[src/hdl/npt_pkg.sv]
package npt_pkg;

  localparam int unsigned WIDTH = 32;
  localparam int unsigned CNT_W = $clog2(WIDTH);

  localparam logic [WIDTH-1:0] VAL_MAX   = {WIDTH{1'b1}};
  localparam logic [WIDTH-1:0] NUM_ONE   = WIDTH'(1);
  localparam logic [WIDTH-1:0] NUM_TWO   = WIDTH'(2);
  localparam logic [WIDTH-1:0] NUM_THREE = WIDTH'(3);
  localparam logic [WIDTH-1:0] NUM_FIVE  = WIDTH'(5);
  localparam logic [WIDTH-1:0] NUM_SIX   = WIDTH'(6);

  typedef enum logic [2:0] {
    ST_IDLE,
    ST_CHECK,
    ST_MOD3,
    ST_LOW,
    ST_HIGH,
    ST_OUT
  } npt_state_e;

  typedef struct packed {
    logic             start;
    logic [WIDTH-1:0] dividend;
    logic [WIDTH-1:0] divisor;
  } div_req_t;

  typedef struct packed {
    logic             done;
    logic [WIDTH-1:0] quot;
    logic [WIDTH-1:0] rem;
  } div_rsp_t;

endpackage

[src/hdl/npt_divider.sv]
module npt_divider
  import npt_pkg::*;
(
  input  logic     clk_i,
  input  logic     rst_ni,
  input  div_req_t req_i,
  output div_rsp_t rsp_o
);

  logic             busy_q, busy_d;
  logic             done_q, done_d;
  logic [CNT_W-1:0] cnt_q, cnt_d;
  logic [WIDTH-1:0] quo_q, quo_d;
  logic [WIDTH-1:0] rem_q, rem_d;
  logic [WIDTH-1:0] dvs_q, dvs_d;
  logic [WIDTH:0]   trial;
  logic             fits;

  // restoring divide, one quotient bit per cycle
  assign trial = {rem_q, quo_q[WIDTH-1]};
  assign fits  = trial >= {1'b0, dvs_q};

  always_comb begin
    busy_d = busy_q;
    done_d = 1'b0;
    cnt_d  = cnt_q;
    quo_d  = quo_q;
    rem_d  = rem_q;
    dvs_d  = dvs_q;
    if (req_i.start) begin
      busy_d = 1'b1;
      cnt_d  = CNT_W'(WIDTH - 1);
      quo_d  = req_i.dividend;
      rem_d  = '0;
      dvs_d  = req_i.divisor;
    end else if (busy_q) begin
      if (fits) begin
        rem_d = WIDTH'(trial - {1'b0, dvs_q});
      end else begin
        rem_d = trial[WIDTH-1:0];
      end
      quo_d = {quo_q[WIDTH-2:0], fits};
      if (cnt_q == '0) begin
        busy_d = 1'b0;
        done_d = 1'b1;
      end else begin
        cnt_d = cnt_q - CNT_W'(1);
      end
    end
  end

  always_ff @(posedge clk_i or negedge rst_ni) begin
    if (!rst_ni) begin
      busy_q <= 1'b0;
      done_q <= 1'b0;
      cnt_q  <= '0;
    end else begin
      busy_q <= busy_d;
      done_q <= done_d;
      cnt_q  <= cnt_d;
    end
  end

  always_ff @(posedge clk_i) begin
    quo_q <= quo_d;
    rem_q <= rem_d;
    dvs_q <= dvs_d;
  end

  assign rsp_o.done = done_q;
  assign rsp_o.quot = quo_q;
  assign rsp_o.rem  = rem_q;

endmodule

[src/hdl/next_prime_trial_division_core.sv]
// Next-prime core. Each input item carries one unsigned 32-bit value; the core
// returns one result item: value_is_prime_o (the value itself is prime),
// next_prime_o (smallest prime strictly above the value) and overflow_o (no
// such prime fits in 32 bits, next_prime_o is then 0; true for every value of
// 4294967291 or more). Primality is decided by trial division: values up to 3
// and even values are settled at once, then the value is divided by 3 and by
// the pairs 6k-1, 6k+1 while the divisor does not exceed the quotient. All
// divisions go through one shared restoring divider, one quotient bit per
// clock. Testing one candidate n takes up to about 2 + sqrt(n)/3 divisions;
// an item tests the value and then the candidates value+1, value+2 and so on
// until one is prime, so its cost is the sum over those candidates. The
// core takes one item at a time: stall is high from acceptance until the
// result item has been taken.
module next_prime_trial_division_core
  import npt_pkg::*;
(
  input  logic             clk_i,
  input  logic             rst_ni,
  input  logic             in_valid_i,
  output logic             in_stall_o,
  input  logic [WIDTH-1:0] value_i,
  output logic             out_valid_o,
  input  logic             out_stall_i,
  output logic             value_is_prime_o,
  output logic [WIDTH-1:0] next_prime_o,
  output logic             overflow_o
);

  npt_state_e state_q, state_d;

  logic [WIDTH-1:0] n_q;        // number under test
  logic [WIDTH-1:0] d_q, d_d;   // current 6k-1 divisor
  logic             first_q;    // testing the input value itself
  logic             is_prime_q;
  logic [WIDTH-1:0] next_prime_q;
  logic             ovf_q;

  div_req_t div_req;
  div_rsp_t div_rsp;

  logic verdict_v;  // primality of n_q settled this cycle
  logic verdict_p;
  logic finish;     // item done after this verdict
  logic in_acc;

  npt_divider u_div (
    .clk_i  (clk_i),
    .rst_ni (rst_ni),
    .req_i  (div_req),
    .rsp_o  (div_rsp)
  );

  assign in_acc = in_valid_i && !in_stall_o;

  // trial-division step decisions
  always_comb begin
    div_req          = '0;
    div_req.dividend = n_q;
    verdict_v        = 1'b0;
    verdict_p        = 1'b0;
    d_d              = d_q;
    unique case (state_q)
      ST_CHECK: begin
        if (n_q <= NUM_ONE) begin
          verdict_v = 1'b1;
        end else if (n_q <= NUM_THREE) begin
          verdict_v = 1'b1;
          verdict_p = 1'b1;
        end else if (!n_q[0]) begin
          verdict_v = 1'b1;
        end else begin
          div_req.start   = 1'b1;
          div_req.divisor = NUM_THREE;
        end
      end
      ST_MOD3: begin
        if (div_rsp.done) begin
          if (div_rsp.rem == '0) begin
            verdict_v = 1'b1;
          end else begin
            d_d             = NUM_FIVE;
            div_req.start   = 1'b1;
            div_req.divisor = NUM_FIVE;
          end
        end
      end
      ST_LOW: begin
        if (div_rsp.done) begin
          // d > n/d means d*d > n: no divisor left
          if (d_q > div_rsp.quot) begin
            verdict_v = 1'b1;
            verdict_p = 1'b1;
          end else if (div_rsp.rem == '0) begin
            verdict_v = 1'b1;
          end else begin
            div_req.start   = 1'b1;
            div_req.divisor = d_q + NUM_TWO;
          end
        end
      end
      ST_HIGH: begin
        if (div_rsp.done) begin
          if (div_rsp.rem == '0) begin
            verdict_v = 1'b1;
          end else begin
            d_d             = d_q + NUM_SIX;
            div_req.start   = 1'b1;
            div_req.divisor = d_d;
          end
        end
      end
      default: ;
    endcase
  end

  assign finish = (!first_q && verdict_p) || (n_q == VAL_MAX);

  // next state
  always_comb begin
    state_d = state_q;
    unique case (state_q)
      ST_IDLE: begin
        if (in_acc) state_d = ST_CHECK;
      end
      ST_CHECK, ST_MOD3, ST_LOW, ST_HIGH: begin
        if (verdict_v) begin
          state_d = finish ? ST_OUT : ST_CHECK;
        end else if (div_req.start) begin
          unique case (state_q)
            ST_CHECK: state_d = ST_MOD3;
            ST_MOD3:  state_d = ST_LOW;
            ST_LOW:   state_d = ST_HIGH;
            default:  state_d = ST_LOW;
          endcase
        end
      end
      ST_OUT: begin
        if (!out_stall_i) state_d = ST_IDLE;
      end
      default: state_d = ST_IDLE;
    endcase
  end

  // handshake outputs
  always_comb begin
    in_stall_o  = (state_q != ST_IDLE);
    out_valid_o = (state_q == ST_OUT);
  end

  always_ff @(posedge clk_i or negedge rst_ni) begin
    if (!rst_ni) begin
      state_q <= ST_IDLE;
      first_q <= 1'b0;
    end else begin
      state_q <= state_d;
      if (in_acc) begin
        first_q <= 1'b1;
      end else if (verdict_v) begin
        first_q <= 1'b0;
      end
    end
  end

  always_ff @(posedge clk_i) begin
    d_q <= d_d;
    if (in_acc) begin
      n_q <= value_i;
    end else if (verdict_v) begin
      if (first_q) is_prime_q <= verdict_p;
      if (!first_q && verdict_p) begin
        next_prime_q <= n_q;
        ovf_q        <= 1'b0;
      end else if (n_q == VAL_MAX) begin
        next_prime_q <= '0;
        ovf_q        <= 1'b1;
      end else begin
        n_q <= n_q + NUM_ONE;
      end
    end
  end

  assign value_is_prime_o = is_prime_q;
  assign next_prime_o     = next_prime_q;
  assign overflow_o       = ovf_q;

  // the core never takes an item while a result is pending
  a_busy_on_out: assert property (@(posedge clk_i) disable iff (!rst_ni)
    out_valid_o |-> in_stall_o)
    else $error("input taken while result pending");

  // overflow results carry a zero prime
  a_ovf_zero: assert property (@(posedge clk_i) disable iff (!rst_ni)
    (out_valid_o && overflow_o) |-> (next_prime_o == '0))
    else $error("overflow with nonzero next prime");

  // divider completes only while the sequencer waits on it
  a_div_done: assert property (@(posedge clk_i) disable iff (!rst_ni)
    div_rsp.done |-> (state_q == ST_MOD3 || state_q == ST_LOW || state_q == ST_HIGH))
    else $error("divider done outside a wait state");

  // an accepted item starts with the trivial checks on the value itself
  a_accept_check: assert property (@(posedge clk_i) disable iff (!rst_ni)
    in_acc |=> (state_q == ST_CHECK && first_q))
    else $error("accepted item not under test");

endmodule

[config.mk]
export PLATFORM = sky130hd
export DESIGN_NAME = next_prime_trial_division_core
export DESIGN_NICKNAME = d
export VERILOG_FILES = /design/src/hdl/npt_pkg.sv /design/src/hdl/npt_divider.sv /design/src/hdl/next_prime_trial_division_core.sv
export SDC_FILE = /design/constraint.sdc
export NUM_CORES = 1
export LEC_CHECK = 0
export ABC_AREA = 1
export BUFFER_PORTS_ARGS = -buffer_cell sky130_fd_sc_hd__clkbuf_2
export CAP_MARGIN = 15
export CORE_MARGIN = 3
export CORE_UTILIZATION = 60
export CTS_CLUSTER_SIZE = 28
export DETAILED_ROUTE_END_ITERATION = 16
export GPL_TIMING_DRIVEN = 0
export PLACE_DENSITY = 0.77
export SYNTH_ARGS = -nofsm -noshare
export SYNTH_HDL_FRONTEND = slang
export SYNTH_SLANG_ARGS = --single-unit
[constraint.sdc]
create_clock -name clk_i -period 4.5 [get_ports clk_i]
set_input_delay 0.225 -clock clk_i [delete_from_list [all_inputs] [get_ports clk_i]]
set_output_delay 0.225 -clock clk_i [all_outputs]
set_load 0.05 [all_outputs]
==> impl_results.rst <==
.. list-table::
   :header-rows: 1

   * - Metric
     - Value
   * - Result of the run
     - finished clean
   * - Final setup TNS
     - 0 ns
   * - DRC violations left
     - 0
   * - Portion of netlist area occupied by mux cells
     - 0%
   * - Max VDD drop
     - 0.0002979 V
   * - Vertical extent of the die
     - 153.6 um
   * - Data required time at the worst endpoint
     - 4.71 ns
   * - Per-cell routed wire length
     - 17.23 um
   * - Crit end category
     - flip-flop
   * - Area added between synthesis and finish
     - 13.05%
   * - Synthesized-area fraction occupied by and/or/nand/nor cells
     - 23.32%
   * - Leading cell type in the layout, fill and taps excluded
     - nand2_1
   * - Wire length of the first global-routing pass
     - 56.64 mm
   * - Overall die area
     - 23580 sq um
   * - Most frequently used flop master after synthesis
     - edfxtp_1
   * - Dominant combinational cell family by area after synthesis
     - simple AND/OR/NAND/NOR gates
   * - Peak fanout along the critical path
     - 40
   * - Total standard cell area after synthesis
     - 13060 sq um
   * - Number of sinks driven by the clock tree
     - 204
   * - Static leakage
     - 7.107 nW
   * - Warning count from the yosys run
     - 0
   * - Number of nets produced by synthesis
     - 1746
   * - Adder-cell share of the synthesized area
     - 6.858%
   * - Final setup violation count
     - 0
   * - Post-DP HPWL
     - 27.16 mm
   * - Hold_ws
     - 0.01298 ns
   * - Post-layout net count
     - 1862
   * - Initial core utilization
     - 61.56%
   * - Total routed wirelength
     - 35.21 mm
   * - Ports
     - 72
   * - Core region area
     - 21220 sq um
   * - Dpl cells
     - 1988
   * - Min Tclk post-route
     - 3.478 ns
   * - Total via count after detailed routing
     - 11362
   * - Post-synthesis xor/xnor area fraction
     - 7.040%
   * - Clock slew seen by the registers of the worst setup and hold paths
     - 0.06 ns
   * - Number of unique standard cell types used by synthesis
     - 48
   * - Chip width
     - 153.6 um
   * - Classification of the worst-slack hold path
     - primary input to flip-flop
   * - Kind of launch point of the worst setup path
     - flip-flop
   * - Internal power of the cells
     - 0.003143 W
   * - Largest net degree at the start of global routing
     - 41
   * - Power per standard cell area
     - 263.6 nW/um^2
   * - Insertion delay of the later-clocked pin in the worst-skew pair
     - 0.50 ns
   * - Initial antenna violation count
     - 0
   * - Share of the synthesized area in compound gates (AO/OA/AOI/OAI)
     - 10.93%
   * - Vias in the first global route
     - 11342
   * - CP arrival
     - 3.68 ns
   * - Sequential share of power
     - 51.5%
   * - RSZ-0062 raised after global routing
     - no
   * - # Post-CTS Setup Buffers
     - 0
   * - Last weighted congestion value of the routability-driven placer
     - 0.9591
   * - Total count of hold-check failures in the final report
     - 0
   * - Average cell area after synthesis
     - 7.970 sq um
   * - Async S/R FF share, synth
     - 5.392%
   * - Buffer type at the clock tree root
     - clkbuf_16
   * - Fraction of the yosys area taken by sequential cells
     - 44.02%
   * - PortBufs
     - 71
   * - Sw frac
     - 19.24%
   * - Maximum number of buffers from clock root to sink
     - 3
   * - Kind of critical path
     - flip-flop to flip-flop
   * - Clock tree from TritonCTS
     - yes
   * - Ratio of routed vias to standard cells
     - 5.559
   * - Total power draw
     - 0.003892 W
   * - Commonest cells after routing, fill and taps aside
     - nand2_1 (409), nor2_1 (219), inv_1 (212)
   * - Total number of placement rows
     - 53
   * - Number of H-tree levels
     - 1
   * - Total overflow reported by the global router
     - 0
   * - Number of synthesized flops with an enable pin
     - 161
   * - Share of the clock period used by the worst path
     - 77.28%
   * - Initial DRC count
     - 797
   * - Iteration count of the initial detailed-routing pass
     - 5
   * - Transition time at the pin with the least slew margin
     - 0.9101 ns
   * - Upper clock frequency limit
     - 287.5 MHz
   * - Number of cells produced by synthesis
     - 1639
   * - Sw Pwr
     - 0.0007489 W
   * - Number of antenna cells inserted
     - 0
   * - Clock buffers created by TritonCTS
     - 22
   * - Final Max Tran Viols
     - 0
   * - Clock skew after layout
     - 0.01329 ns
   * - Combinational fraction of design power
     - 0.8%
   * - Count of nets left with antenna violations after detail routing
     - 0
   * - Part of the power in the clock network
     - 47.7%
   * - Worst-case headroom to the max-slew limit
     - 38.69%
   * - Global-route total usage across every layer
     - 29.61%
   * - Fraction of final layout cells with drive strength greater than 1
     - 8.536%
   * - Post-Layout Cell Count
     - 2044
   * - Number of synthesized register bits
     - 204
   * - Number of max-capacitance violations reported
     - 0
   * - Count of filler cells inserted in the layout
     - 1744
[power groups by stage]
stage / sequential (W) / combinational [W] / clock, W
4_1_cts: 0.00201 / 0.0000284 / 0.00187
2_1_floorplan: 0.00205 / 0.000000180 / 0
5_1_grt: 0.00200 / 0.0000324 / 0.00196
3_5_place_dp: 0.00205 / 0.0000172 / 0
3_3_place_gp: 0.00205 / 0.0000168 / 0
6_report: 0.00201 / 0.0000294 / 0.00186
[area by class of cell]
type	count	area [sq um]	share of cell area, %
clock inverter	9	116.4	0.7880
multi-input combinational	1176	6290	42.59
timing repair buffer	92	635.6	4.304
buffer	38	190.2	1.288
inverter	221	832.0	5.635
clock buffer	29	608.1	4.118
tap	275	344.1	2.330
sequential	204	5751	38.94
[repair_timing]
action | 4_1_cts | 5_1_grt
endpoints found under the hold margin | 27 | 0
resized for setup | 0 | 0
hold buffers | 17 | 0
[critical path, cell delays in order, from the launching register on]
cell and delay [ns]:
edfxtp_1 0.52, ha_1 0.34, nand2_1 0.04, nor2_1 0.13, nand4_1 0.14, nor2_1 0.26, nand4_1 0.18, nand2_1 0.17
a21oi_4 0.12, inv_4 0.44, nor2_4 0.10, inv_1 0.42, buf_16 0.24
[per-layer routing]
layer	part of all wire [%]	vias to the layer above	track usage, %
met3	5.5	99	3.377
met2	51	432	54.08
li1	-	5622	-
met4	4.6	0	12.95
met1	39	5209	35.15
met5	0	-	0
[stage by stage]
step / setup WS (ns) / utilization [%] / cell area, sq um
after detailed placement: 0.6694 / 65.24 / 13840
final: 1.022 / 69.59 / 14770
after global placement: 0.6397 / 64.85 / 13760
after global routing: 0.7923 / 69.59 / 14770
after floorplan: 1.554 / - / 13060
after CTS: 0.5782 / 69.46 / 14740
[cells by family (layout without fill, tap and decap cells)]
kind of cell             Yosys count  in the layout
adder cells (fa/ha/maj)           71             71
flip-flops                       204            204
buffers and inverters            259            389
XOR/XNOR                         105            105
AO/OA/AOI/OAI                    254            254
AND/OR/NAND/NOR                  746            746
[registers in the layout, summed over array words and instances (netlist names)]
signal            flops
next_prime_o         32
overflow_o            1
d_q                  31
value_is_prime_o      1
u_div.cnt_q           5
n_q                  32
u_div.done_q          1
u_div.quo_q          32
u_div.busy_q          1
u_div.rem_q          32
u_div.dvs_q          32
state_q               3
first_q               1
[cell usage after synthesis (2+ instances only)]
library cell | count | area, sq um
nand2_1 | 409 | 1535
o21bai_1 | 8 | 60.06
o21ai_2 | 2 | 17.52
nand3_1 | 41 | 205.2
o21a_1 | 3 | 22.52
a21oi_1 | 53 | 265.3
nand2_2 | 4 | 25.02
dfrtp_1 | 11 | 275.3
o21ai_1 | 26 | 130.1
nor2_1 | 219 | 822.0
ha_1 | 70 | 875.8
a21oi_2 | 2 | 17.52
xnor2_1 | 21 | 183.9
edfxtp_1 | 161 | 4835
clkbuf_2 | 2 | 10.01
o22ai_1 | 26 | 162.7
dfxtp_1 | 32 | 640.6
a31oi_1 | 5 | 31.28
buf_2 | 9 | 45.04
nor2_4 | 2 | 22.52
inv_2 | 8 | 30.03
buf_6 | 3 | 33.78
a21o_1 | 8 | 60.06
nor4_1 | 10 | 62.56
o31ai_1 | 2 | 15.01
nor2_2 | 5 | 31.28
nor3_1 | 29 | 145.1
inv_1 | 212 | 795.8
a21boi_0 | 3 | 22.52
o211ai_1 | 8 | 60.06
o21ai_0 | 104 | 520.5
xor2_1 | 84 | 735.7
nand4_1 | 21 | 131.4
buf_4 | 3 | 22.52
clkbuf_1 | 20 | 75.07
[worst paths after layout]
check / depth (start not counted) / to / from / slack [ns]
setup / recovery: 12 / u_div.quo_q[6] / d_q[28] / 1.02
hold / removal: 3 / n_q[26] / value_i[26] / 0.01
setup reg to reg: 12 / u_div.quo_q[6] / d_q[28] / 1.02
hold reg to reg: 2 / u_div.cnt_q[4] / u_div.cnt_q[4] / 0.49
max in group asynchronous: 2 / u_div.cnt_q[2] / rst_ni / 4.06
min in group asynchronous: 2 / state_q[1] / rst_ni / 0.18
No activity file was read; power rests on OpenSTA's default activity.
